**src/u8u16_pkg.sv**
```systemverilog
// Package for the UTF-8 to UTF-16 decoder: status codes, decoder state and result record.
// No dependencies; u8u16_decode and utf8_to_utf16_decoder_unit import it.
`timescale 1ns / 1ps
`default_nettype none
package u8u16_pkg;

  typedef enum logic [2:0] {
    ST_UNIT       = 3'd0,
    ST_BAD_LEAD   = 3'd1,
    ST_BAD_CONT   = 3'd2,
    ST_BAD_SCALAR = 3'd3,
    ST_TRUNCATED  = 3'd4,
    ST_CLEAN_END  = 3'd5
  } status_e;

  localparam logic       OP_DATA = 1'b0;
  localparam logic       OP_EOS  = 1'b1;

  localparam logic [7:0]  LEAD2_MIN     = 8'hC2;
  localparam logic [7:0]  LEAD2_MAX     = 8'hDF;
  localparam logic [7:0]  LEAD3_MIN     = 8'hE0;
  localparam logic [7:0]  LEAD3_MAX     = 8'hEF;
  localparam logic [7:0]  LEAD4_MIN     = 8'hF0;
  localparam logic [7:0]  LEAD4_MAX     = 8'hF4;
  localparam logic [20:0] MIN_LEN2      = 21'h00080;
  localparam logic [20:0] MIN_LEN3      = 21'h00800;
  localparam logic [20:0] MIN_LEN4      = 21'h10000;
  localparam logic [20:0] SCALAR_MAX    = 21'h10FFFF;
  localparam logic [20:0] BMP_MAX       = 21'h00FFFF;
  localparam logic [20:0] SURR_LOW      = 21'h00D800;
  localparam logic [20:0] SURR_HIGH     = 21'h00DFFF;
  localparam logic [20:0] SUPPL_BASE    = 21'h010000;
  localparam logic [15:0] HI_SURR_BASE  = 16'hD800;
  localparam logic [15:0] LO_SURR_BASE  = 16'hDC00;

  typedef struct packed {
    logic [20:0] partial;
    logic [1:0]  pending;
    logic [1:0]  seq_len;
  } dec_state_t;

  typedef struct packed {
    logic        emit;
    logic        pair;
    logic [15:0] unit0;
    logic [15:0] unit1;
    status_e     status;
  } dec_rec_t;

endpackage
`default_nettype wire

```
**src/u8u16_if.sv**
```systemverilog
// Handshake interfaces for the byte input and the code-unit output of the decoder.
// Depends on nothing but the valid/ready convention; no package needed.
`timescale 1ns / 1ps
`default_nettype none
interface u8u16_in_if;
  logic       valid;
  logic       ready;
  logic       op;
  logic [7:0] data_byte;

  modport source (output valid, output op, output data_byte, input ready);
  modport sink   (input valid, input op, input data_byte, output ready);
endinterface

interface u8u16_out_if;
  logic        valid;
  logic        ready;
  logic [15:0] code_unit;
  logic [2:0]  status;
  logic        last_of_run;

  modport source (output valid, output code_unit, output status, output last_of_run,
                  input ready);
  modport sink   (input valid, input code_unit, input status, input last_of_run,
                  output ready);
endinterface
`default_nettype wire

```
**src/u8u16_decode.sv**
```systemverilog
// Combinational step of the decoder: takes the sequence state and one word, gives the
// next state and a result record. Depends on u8u16_pkg.
`timescale 1ns / 1ps
`default_nettype none
module u8u16_decode import u8u16_pkg::*; (
  input  dec_state_t st_i,
  input  logic       op_i,
  input  logic [7:0] byte_i,
  output dec_state_t st_o,
  output dec_rec_t   rec_o
);

  logic [20:0] acc;
  logic [1:0]  pend_m1;
  logic [20:0] minimum;
  logic [20:0] offset;

  assign acc     = {st_i.partial[14:0], byte_i[5:0]};
  assign pend_m1 = st_i.pending - 2'd1;
  assign offset  = acc - SUPPL_BASE;

  always_comb begin
    case (st_i.seq_len)
      2'd1:    minimum = MIN_LEN2;
      2'd2:    minimum = MIN_LEN3;
      default: minimum = MIN_LEN4;
    endcase
  end

  always_comb begin
    st_o         = st_i;
    rec_o        = '0;
    rec_o.status = ST_UNIT;
    if (op_i == OP_EOS) begin
      st_o         = '0;
      rec_o.emit   = 1'b1;
      if (st_i.pending != 2'd0) begin
        rec_o.status = ST_TRUNCATED;
      end else begin
        rec_o.status = ST_CLEAN_END;
      end
    end else if (st_i.pending == 2'd0) begin
      if (!byte_i[7]) begin
        rec_o.emit  = 1'b1;
        rec_o.unit0 = {8'h00, byte_i};
      end else if (byte_i >= LEAD2_MIN && byte_i <= LEAD2_MAX) begin
        st_o.partial = {16'h0000, byte_i[4:0]};
        st_o.seq_len = 2'd1;
        st_o.pending = 2'd1;
      end else if (byte_i >= LEAD3_MIN && byte_i <= LEAD3_MAX) begin
        st_o.partial = {17'h00000, byte_i[3:0]};
        st_o.seq_len = 2'd2;
        st_o.pending = 2'd2;
      end else if (byte_i >= LEAD4_MIN && byte_i <= LEAD4_MAX) begin
        st_o.partial = {18'h00000, byte_i[2:0]};
        st_o.seq_len = 2'd3;
        st_o.pending = 2'd3;
      end else begin
        st_o         = '0;
        rec_o.emit   = 1'b1;
        rec_o.status = ST_BAD_LEAD;
      end
    end else if (byte_i[7:6] != 2'b10) begin
      st_o         = '0;
      rec_o.emit   = 1'b1;
      rec_o.status = ST_BAD_CONT;
    end else if (pend_m1 != 2'd0) begin
      st_o.partial = acc;
      st_o.pending = pend_m1;
    end else begin
      st_o       = '0;
      rec_o.emit = 1'b1;
      if (acc < minimum || acc > SCALAR_MAX || (acc >= SURR_LOW && acc <= SURR_HIGH)) begin
        rec_o.status = ST_BAD_SCALAR;
      end else if (acc <= BMP_MAX) begin
        rec_o.unit0 = acc[15:0];
      end else begin
        rec_o.pair  = 1'b1;
        rec_o.unit0 = HI_SURR_BASE | {6'b000000, offset[19:10]};
        rec_o.unit1 = LO_SURR_BASE | {6'b000000, offset[9:0]};
      end
    end
  end

endmodule
`default_nettype wire

```
**src/utf8_to_utf16_decoder_unit.sv**
```systemverilog
// Strict UTF-8 to UTF-16 decoder: one byte word in, code-unit or status words out.
// Depends on u8u16_pkg, u8u16_if and u8u16_decode.
// An accepted byte word is held in the input register; its result word is queued.
// The low surrogate of a pair is offered in the cycle after the high one is taken.
// Throughput: one byte word per cycle; the input stalls only while the two-entry
// result queue is full and its head is not taken. Reset empties the input register,
// the sequence state and the result queue.
`timescale 1ns / 1ps
`default_nettype none
module utf8_to_utf16_decoder_unit import u8u16_pkg::*; (
  input  wire          clk_i,
  input  wire          rst_ni,
  u8u16_in_if.sink     in_i,
  u8u16_out_if.source  out_o
);

  logic       s1_valid_q;
  logic       s1_op_q;
  logic [7:0] s1_byte_q;
  dec_state_t st_q, st_d;
  dec_rec_t   rec;
  dec_rec_t   fifo_q [2];
  logic       wr_ptr_q, rd_ptr_q, half_q;
  logic [1:0] count_q;
  dec_rec_t   head;
  logic       advance, push, pop, out_fire;

  u8u16_decode u_decode (
    .st_i   (st_q),
    .op_i   (s1_op_q),
    .byte_i (s1_byte_q),
    .st_o   (st_d),
    .rec_o  (rec)
  );

  assign head     = fifo_q[rd_ptr_q];
  assign out_fire = out_o.valid && out_o.ready;
  assign pop      = out_fire && (!head.pair || half_q);
  assign advance  = s1_valid_q && ((count_q != 2'd2) || pop);
  assign push     = advance && rec.emit;
  assign in_i.ready = !s1_valid_q || advance;

  assign out_o.valid       = (count_q != 2'd0);
  assign out_o.code_unit   = (head.pair && half_q) ? head.unit1 : head.unit0;
  assign out_o.status      = head.status;
  assign out_o.last_of_run = !head.pair || half_q;

  always_ff @(posedge clk_i or negedge rst_ni) begin
    if (!rst_ni) begin
      s1_valid_q <= 1'b0;
      st_q       <= '0;
      wr_ptr_q   <= 1'b0;
      rd_ptr_q   <= 1'b0;
      half_q     <= 1'b0;
      count_q    <= 2'd0;
    end else begin
      if (in_i.ready) begin
        s1_valid_q <= in_i.valid;
      end
      if (advance) begin
        st_q <= st_d;
      end
      if (push) begin
        wr_ptr_q <= !wr_ptr_q;
      end
      if (pop) begin
        rd_ptr_q <= !rd_ptr_q;
        half_q   <= 1'b0;
      end else if (out_fire) begin
        half_q <= 1'b1;
      end
      count_q <= count_q + {1'b0, push} - {1'b0, pop};
    end
  end

  always_ff @(posedge clk_i) begin
    if (in_i.valid && in_i.ready) begin
      s1_op_q   <= in_i.op;
      s1_byte_q <= in_i.data_byte;
    end
    if (push) begin
      fifo_q[wr_ptr_q] <= rec;
    end
  end

endmodule
`default_nettype wire

```
**src/flat_wrapper.sv**
```systemverilog
// flat-port wrapper written by rule: the top's interface ports become plain ports
module utf8_to_utf16_decoder_unit_flat import u8u16_pkg::*;
  (clk_i, rst_ni, in_i_valid, in_i_op, in_i_data_byte, in_i_ready, out_o_valid, out_o_code_unit, out_o_status, out_o_last_of_run, out_o_ready);
  u8u16_in_if in_i_i ();
  u8u16_out_if out_o_i ();
  input  wire clk_i;
  input  wire rst_ni;
  input wire logic [$bits(in_i_i.valid)-1:0] in_i_valid;
  input wire logic [$bits(in_i_i.op)-1:0] in_i_op;
  input wire logic [$bits(in_i_i.data_byte)-1:0] in_i_data_byte;
  output wire logic [$bits(in_i_i.ready)-1:0] in_i_ready;
  output wire logic [$bits(out_o_i.valid)-1:0] out_o_valid;
  output wire logic [$bits(out_o_i.code_unit)-1:0] out_o_code_unit;
  output wire logic [$bits(out_o_i.status)-1:0] out_o_status;
  output wire logic [$bits(out_o_i.last_of_run)-1:0] out_o_last_of_run;
  input wire logic [$bits(out_o_i.ready)-1:0] out_o_ready;
  assign in_i_i.valid = in_i_valid;
  assign in_i_i.op = in_i_op;
  assign in_i_i.data_byte = in_i_data_byte;
  assign in_i_ready = in_i_i.ready;
  assign out_o_valid = out_o_i.valid;
  assign out_o_code_unit = out_o_i.code_unit;
  assign out_o_status = out_o_i.status;
  assign out_o_last_of_run = out_o_i.last_of_run;
  assign out_o_i.ready = out_o_ready;
  utf8_to_utf16_decoder_unit u_core (.clk_i(clk_i), .rst_ni(rst_ni), .in_i(in_i_i), .out_o(out_o_i));
endmodule
```
**config.mk**
```make
export PLATFORM = sky130hd
export DESIGN_NAME = utf8_to_utf16_decoder_unit_flat
export DESIGN_NICKNAME = d
export VERILOG_FILES = /design/src/u8u16_pkg.sv /design/src/u8u16_if.sv /design/src/u8u16_decode.sv /design/src/utf8_to_utf16_decoder_unit.sv /design/src/flat_wrapper.sv
export SDC_FILE = /design/constraint.sdc
export NUM_CORES = 1
export LEC_CHECK = 0
export BUFFER_PORTS_ARGS = -buffer_cell sky130_fd_sc_hd__buf_2
export CORE_ASPECT_RATIO = 1.2
export CORE_MARGIN = 2
export CORE_UTILIZATION = 44
export DETAILED_ROUTE_END_ITERATION = 8
export PLACE_DENSITY = 0.59
export SLEW_MARGIN = 20
export SYNTH_ARGS = -nofsm -noshare
export SYNTH_HDL_FRONTEND = slang
export SYNTH_SLANG_ARGS = --single-unit
```
**constraint.sdc**
```tcl
create_clock -name clk_i -period 3.5 [get_ports clk_i]
set_input_delay 0.35 -clock clk_i [delete_from_list [all_inputs] [get_ports clk_i]]
set_output_delay 0.35 -clock clk_i [all_outputs]
set_load 0.02 [all_outputs]
```
# [Word level (Yosys, flattened, before mapping)]
# Memory sizes are Yosys's and may differ from the RTL's.
# Cells that the tools add are included.
[classes] n_addsub=4 mux=42 n_lt_le_gt_ge=11 eq_ne=6 n_reduce_logical=26
[ops] operator="two-way mux 33 bit" count=3
[ops] operator="two-way mux 16 bit" count=5
[ops] operator="two-way mux 19 bit" count=4
[ops] operator="less-or-equal comparator 21 x 16 -> 1 bit (second input constant)" count=2
[ops] operator="two-way mux 37 bit" count=1
[ops] operator="one-hot mux 17 bit (2 select lines)" count=1
[ops] operator=">= comparator 8 bit (second input constant)" count=3
[ops] operator="less-or-equal comparator 8 bit (second input constant)" count=3
[ops] operator=">= comparator 21 x 16 -> 1 bit (second input constant)" count=1
[ops] operator="> comparator 21 bit (second input constant)" count=1
[ops] operator="less-than comparator 21 x 17 -> 1 bit" count=1
[ops] operator="subtractor 20 x 17 -> 20 bit (second input constant)" count=1
[ops] operator="two-way mux 1 bit" count=18
[ops] operator="two-way mux 17 bit" count=1
[ops] operator="two-way mux 7 bit" count=2
[ops] operator="logical AND 1 bit" count=10
[ops] operator="two-way mux 3 bit" count=3
[ops] operator="two-way mux 9 bit" count=1
[ops] operator="two-way mux 8 bit" count=1
[ops] operator="nonzero test 2 bit" count=4
[ops] operator="logical OR 1 bit" count=5
[ops] operator="zero test 1 bit" count=4
[ops] operator="two-way mux 2 bit" count=2
[ops] operator="inequality test 2 bit (second input constant)" count=2
[ops] operator="10 further kinds" count=10
[totals] reg_bits=34 out_inout_bits=22 memories=1 inputBits=13 mem_bits_rw=74
[mem_list] name="u_core.fifo_q" words=2 width=37 rd=1 rd_ports_with_merged_regs=0 wr=1 line="utf8_to_utf16_decoder_unit.sv:22" source="dec_rec_t fifo_q [2];"

# [Longest topological paths before layout]
[depth] depth_word=13 mapped_depth=11 mapped_depth_nobuf=10

# [Cells and area by module]
# From an unflattened synthesis, not the netlist that was laid out.
[hier_totals] hier_cells=449 hier_area_um2=5420.2
[by_module_without_submodules] module="utf8_to_utf16_decoder_unit" seq_area_each_um2=3208.1 instances=1 cells_each=264 area_per_inst_um2=4242.8
[by_module_without_submodules] module="u8u16_decode" seq_area_each_um2=0.0 instances=1 cells_each=185 area_per_inst_um2=1177.4

# [Worst setup path after synthesis]
# Ideal clock, no wire load.
[synth_timing] path_type="reg2reg" startpoint="register u_core.st_q[2] (netlist bit)" endpoint="memory u_core.fifo_q[0][0] (netlist bit), enable pin" synth_period_minus_slack_ns=3.051 required_time_ns=3.083 path_slack_ns=0.449 setup_time_ns=0.417 arrival_time_ns=2.634 path_stages_with_launch=7 cell_sequence="dfrtp_1 -> inv_1 -> ha_1 -> nor3_1 -> and2_0 -> a311o_1 -> nor2_1"
[synth_via] elab_chain_cells=9
[synth_rtl] element="start: declaration" line="utf8_to_utf16_decoder_unit.sv:20" source="dec_state_t st_q, st_d;"
[synth_rtl] element="start signal: assignment" line="utf8_to_utf16_decoder_unit.sv:61" source="st_q <= st_d;"
[synth_rtl] element="subtractor 2 x 1 -> 2 bit" line="u8u16_decode.sv:19" source="assign pend_m1 = st_i.pending - 2'd1;"
[synth_rtl] element="nonzero test 2 bit" line="u8u16_decode.sv:67" source="end else if (pend_m1 != 2'd0) begin"
[synth_rtl] element="two-way mux 37 bit" line="u8u16_decode.sv:67"
[synth_rtl] element="two-way mux 1 bit" line="u8u16_decode.sv:63" source="end else if (byte_i[7:6] != 2'b10) begin"
[synth_rtl] element="two-way mux 1 bit *" line="u8u16_decode.sv:42" source="end else if (st_i.pending == 2'd0) begin"
[synth_rtl] element="two-way mux 1 bit *" line="u8u16_decode.sv:34" source="if (op_i == OP_EOS) begin"
[synth_rtl] element="logical AND 1 bit *" line="utf8_to_utf16_decoder_unit.sv:40" source="assign push = advance && rec.emit;"
[synth_rtl] element="two-way mux 1 bit *" line="utf8_to_utf16_decoder_unit.sv:81" source="if (push) begin"
[synth_rtl] element="two-way mux 1 bit (implied by the code) *" line="utf8_to_utf16_decoder_unit.sv:82" source="fifo_q[wr_ptr_q] <= rec;"
[synth_rtl] element="end: declaration" line="utf8_to_utf16_decoder_unit.sv:22"
# Every way passes the cells marked *; elsewhere a longest branch is shown, timed or not.

==> flow_summary.json <==
{
  "drc_errors": 0,
  "synth_edf_count": 69,
  "synth_area_um2": 4338,
  "slew_headroom_pct": 49.24,
  "postLayoutCellArea_um2": 4956,
  "total_power_mw": 3.718,
  "syn-num-nets": 355,
  "cp_max_fo": 17,
  "synthXorXnorAreaFrac_pct": 1.010,
  "cp.arrival_ns": 2.82,
  "vias": 2742,
  "synth_top_family_by_area": "simple AND/OR/NAND/NOR gates",
  "clkSinkCount": 94,
  "yosys_warnings": 0,
  "drv_slew": 0,
  "synth_seq_area_share_pct": 62.19,
  "ys_ff_latch": 94,
  "ys_types": 53,
  "die_w_um": 94.64,
  "placed_cells": 484,
  "slowest_stage": "nor4_1",
  "cts_setup_buffers": 0,
  "grt_max_degree": 31,
  "finalClockSkew_ns": 0.006865,
  "finalCritPeriodShare_pct": 78.36,
  "p_leak_nw": 1.939,
  "dp_hpwl_mm": 6.262,
  "synth-simple-area-share_pct": 13.56,
  "hold_violations": 0,
  "synth_fa_ha_area_share_pct": 2.596,
  "async_flop_share_pct": 26.60,
  "cts_tree": "done",
  "drv_cap": 0,
  "synthToLayoutAreaGrowth_pct": 14.25,
  "drt-initial-drc-count": 120,
  "fin_crit_ns": 2.743,
  "place_area_um2": 4659,
  "slowest_delay_ns": 0.69,
  "hold-worst-slack_ns": 0.01930,
  "die_y_um": 112.8,
  "max_freq_mhz": 364.6,
  "clk_pin_slew_ns": 0.06,
  "drtAntennaViolNets": 0,
  "setup_viol": 0,
  "overflow": 0,
  "synthCells": 333,
  "grt_pass1_wl_mm": 14.26,
  "cp.required_ns": 3.58,
  "routed_wl_mm": 8.777,
  "tns_ns": 0,
  "r2r_setup_slack_ns": 0.76,
  "grt_usage_pct": 17.87,
  "ctsResizeCount": 0,
  "avgSynthCellArea_um2": 13.03,
  "synthMuxAreaShare_pct": 8.076,
  "nets": 394,
  "rsz0062_at_grt": "no",
  "vias_per_cell": 5.484,
  "port_buffers": 34,
  "antenna_found_initial": 0,
  "crit_chain": "nand2_1, nor4_1, o2111ai_1, nand3_1, nor3_2, buf_4, a22o_1",
  "dieArea_um2": 10670,
  "irDropWorstVdd_uv": 424.6,
  "ys.flop_type": "edfxtp_1",
  "drive_gt1_share_pct": 21.22,
  "start_kind": "register",
  "tightest_slew_ns": 0.7544,
  "r2r_cells": 7,
  "clock_latency_ns": 0.34,
  "initial_core_util_pct": 45.36,
  "placementRows": 39,
  "ctsHoldBuffers": 0,
  "status": "complete, no violations",
  "h-tree-depth": 3,
  "gp_congestion": 0.8551,
  "first_pass_iters": 4,
  "core_area_um2": 9564,
  "numCtsBuffers": 9,
  "synth-compound-area-share_pct": 9.980,
  "detail_route.wl_per_cell_um": 17.55,
  "diodes": 0,
  "cts_buffer_depth": 2,
  "power_density_nw_per_um2": 750.1,
  "hp-class": "in -> async",
  "critPathKind": "reg -> reg",
  "stdcell_count": 500,
  "pin_count": 35,
  "grt_pass1_vias": 2747,
  "cts_root_buf": "clkbuf_16",
  "end_kind": "register"
}
[report_power, final]
group	total [mW]	internal, mW	switching, mW
combinational	1.12	0.433	0.688
sequential	1.65	1.52	0.133
clock	0.946	0.554	0.392
total	3.72	2.50	1.21
[synthesized netlist by cell type, drive strengths merged, types with 5 or more instances]
cell type / instances / area [um2]
edfxtp: 69 / 2072
nand2: 44 / 165.2
dfrtp: 25 / 625.6
o21ai: 23 / 115.1
inv: 16 / 60.06
and2: 12 / 75.08
nor2: 12 / 45.04
a22o: 10 / 87.58
mux4: 10 / 225.2
clkbuf: 9 / 33.78
ha: 9 / 112.6
mux2i: 8 / 80.08
nand3: 7 / 35.03
nand4: 6 / 37.54
nor3: 6 / 35.03
o21a: 5 / 37.54
or2: 5 / 31.28
[state kept, by name, summed over array words and instances (netlist names)]
| name | cells |
|---|---|
| u_core.s1_valid_q | 1 |
| u_core.wr_ptr_q | 1 |
| u_core.fifo_q | 60 |
| u_core.s1_byte_q | 8 |
| u_core.half_q | 1 |
| u_core.count_q | 2 |
| u_core.s1_op_q | 1 |
| u_core.st_q | 19 |
| u_core.rd_ptr_q | 1 |
[metrics by stage]
| step | utilization, % | setup WS [ns] |
|---|---|---|
| 4_1_cts | 51.82 | 0.7929 |
| 5_1_grt | 51.82 | 0.6002 |
| 3_5_place_dp | 48.72 | 0.8058 |
| 6_report | 51.82 | 0.7573 |
| 3_3_place_gp | 48.72 | 0.8481 |
| 2_1_floorplan | - | 0.4486 |
[layout make-up]
cell class / instances / area [um2]
fillers: 840 / 4608
flip-flops and latches: 94 / 2698
multi-input cells: 211 / 1533
clock buffers: 9 / 225.2
repair buffers: 40 / 215.2
well taps: 123 / 153.9
clock inverters: 7 / 71.32
inverters: 16 / 60.06
[worst max-delay path, delay by kind of cell, from the launching register on]
kind	cells	cell delay, ns
and+or+nand+nor	4	1.20
AOI/OAI and AO/OA	2	0.56
DFF	1	0.51
buffers and inverters	1	0.20
[final timing paths]
check | startpoint | to
setup / recovery | u_core.st_q[9] | u_core.fifo_q[0][23]
max in group asynchronous | rst_ni | u_core.st_q[4]
hold reg to reg | u_core.st_q[3] | u_core.st_q[3]
setup reg to reg | u_core.st_q[9] | u_core.fifo_q[0][23]
hold / removal | rst_ni | u_core.count_q[0]
min in group clk_i | in_i_data_byte[4] | u_core.s1_byte_q[4]
[routing by layer]
metal | track usage (%) | part of all wire (%)
met5 | 0 | 0
met1 | 22.22 | 42
met3 | 4.660 | 3.8
met4 | 7.343 | 2.9
met2 | 29.55 | 51
[cell usage in the layout, fill, tap and decap left out, types with 7 or more instances in the layout]
| cell | netlist | layout |
|---|---|---|
| edfxtp_1 | 69 | 69 |
| nand2_1 | 44 | 44 |
| buf_2 | 0 | 34 |
| dfrtp_1 | 25 | 25 |
| o21ai_0 | 21 | 21 |
| inv_1 | 16 | 16 |
| and2_1 | 11 | 11 |
| nor2_1 | 12 | 10 |
| mux4_2 | 10 | 10 |
| a22o_1 | 10 | 10 |
| ha_1 | 9 | 9 |
| clkbuf_16 | 0 | 9 |
| mux2i_1 | 8 | 8 |
| nand3_1 | 7 | 7 |
[cell families (layout without fill, tap and decap cells)]
family | after synthesis | count (layout)
AO/OA/AOI/OAI | 60 | 60
XOR/XNOR | 5 | 5
adder cells (fa/ha/maj) | 9 | 9
buffers and inverters | 28 | 72
flip-flops | 94 | 94
multiplexers | 22 | 22
AND/OR/NAND/NOR | 115 | 115
Note: power is estimated with default switching activity, not from simulation.
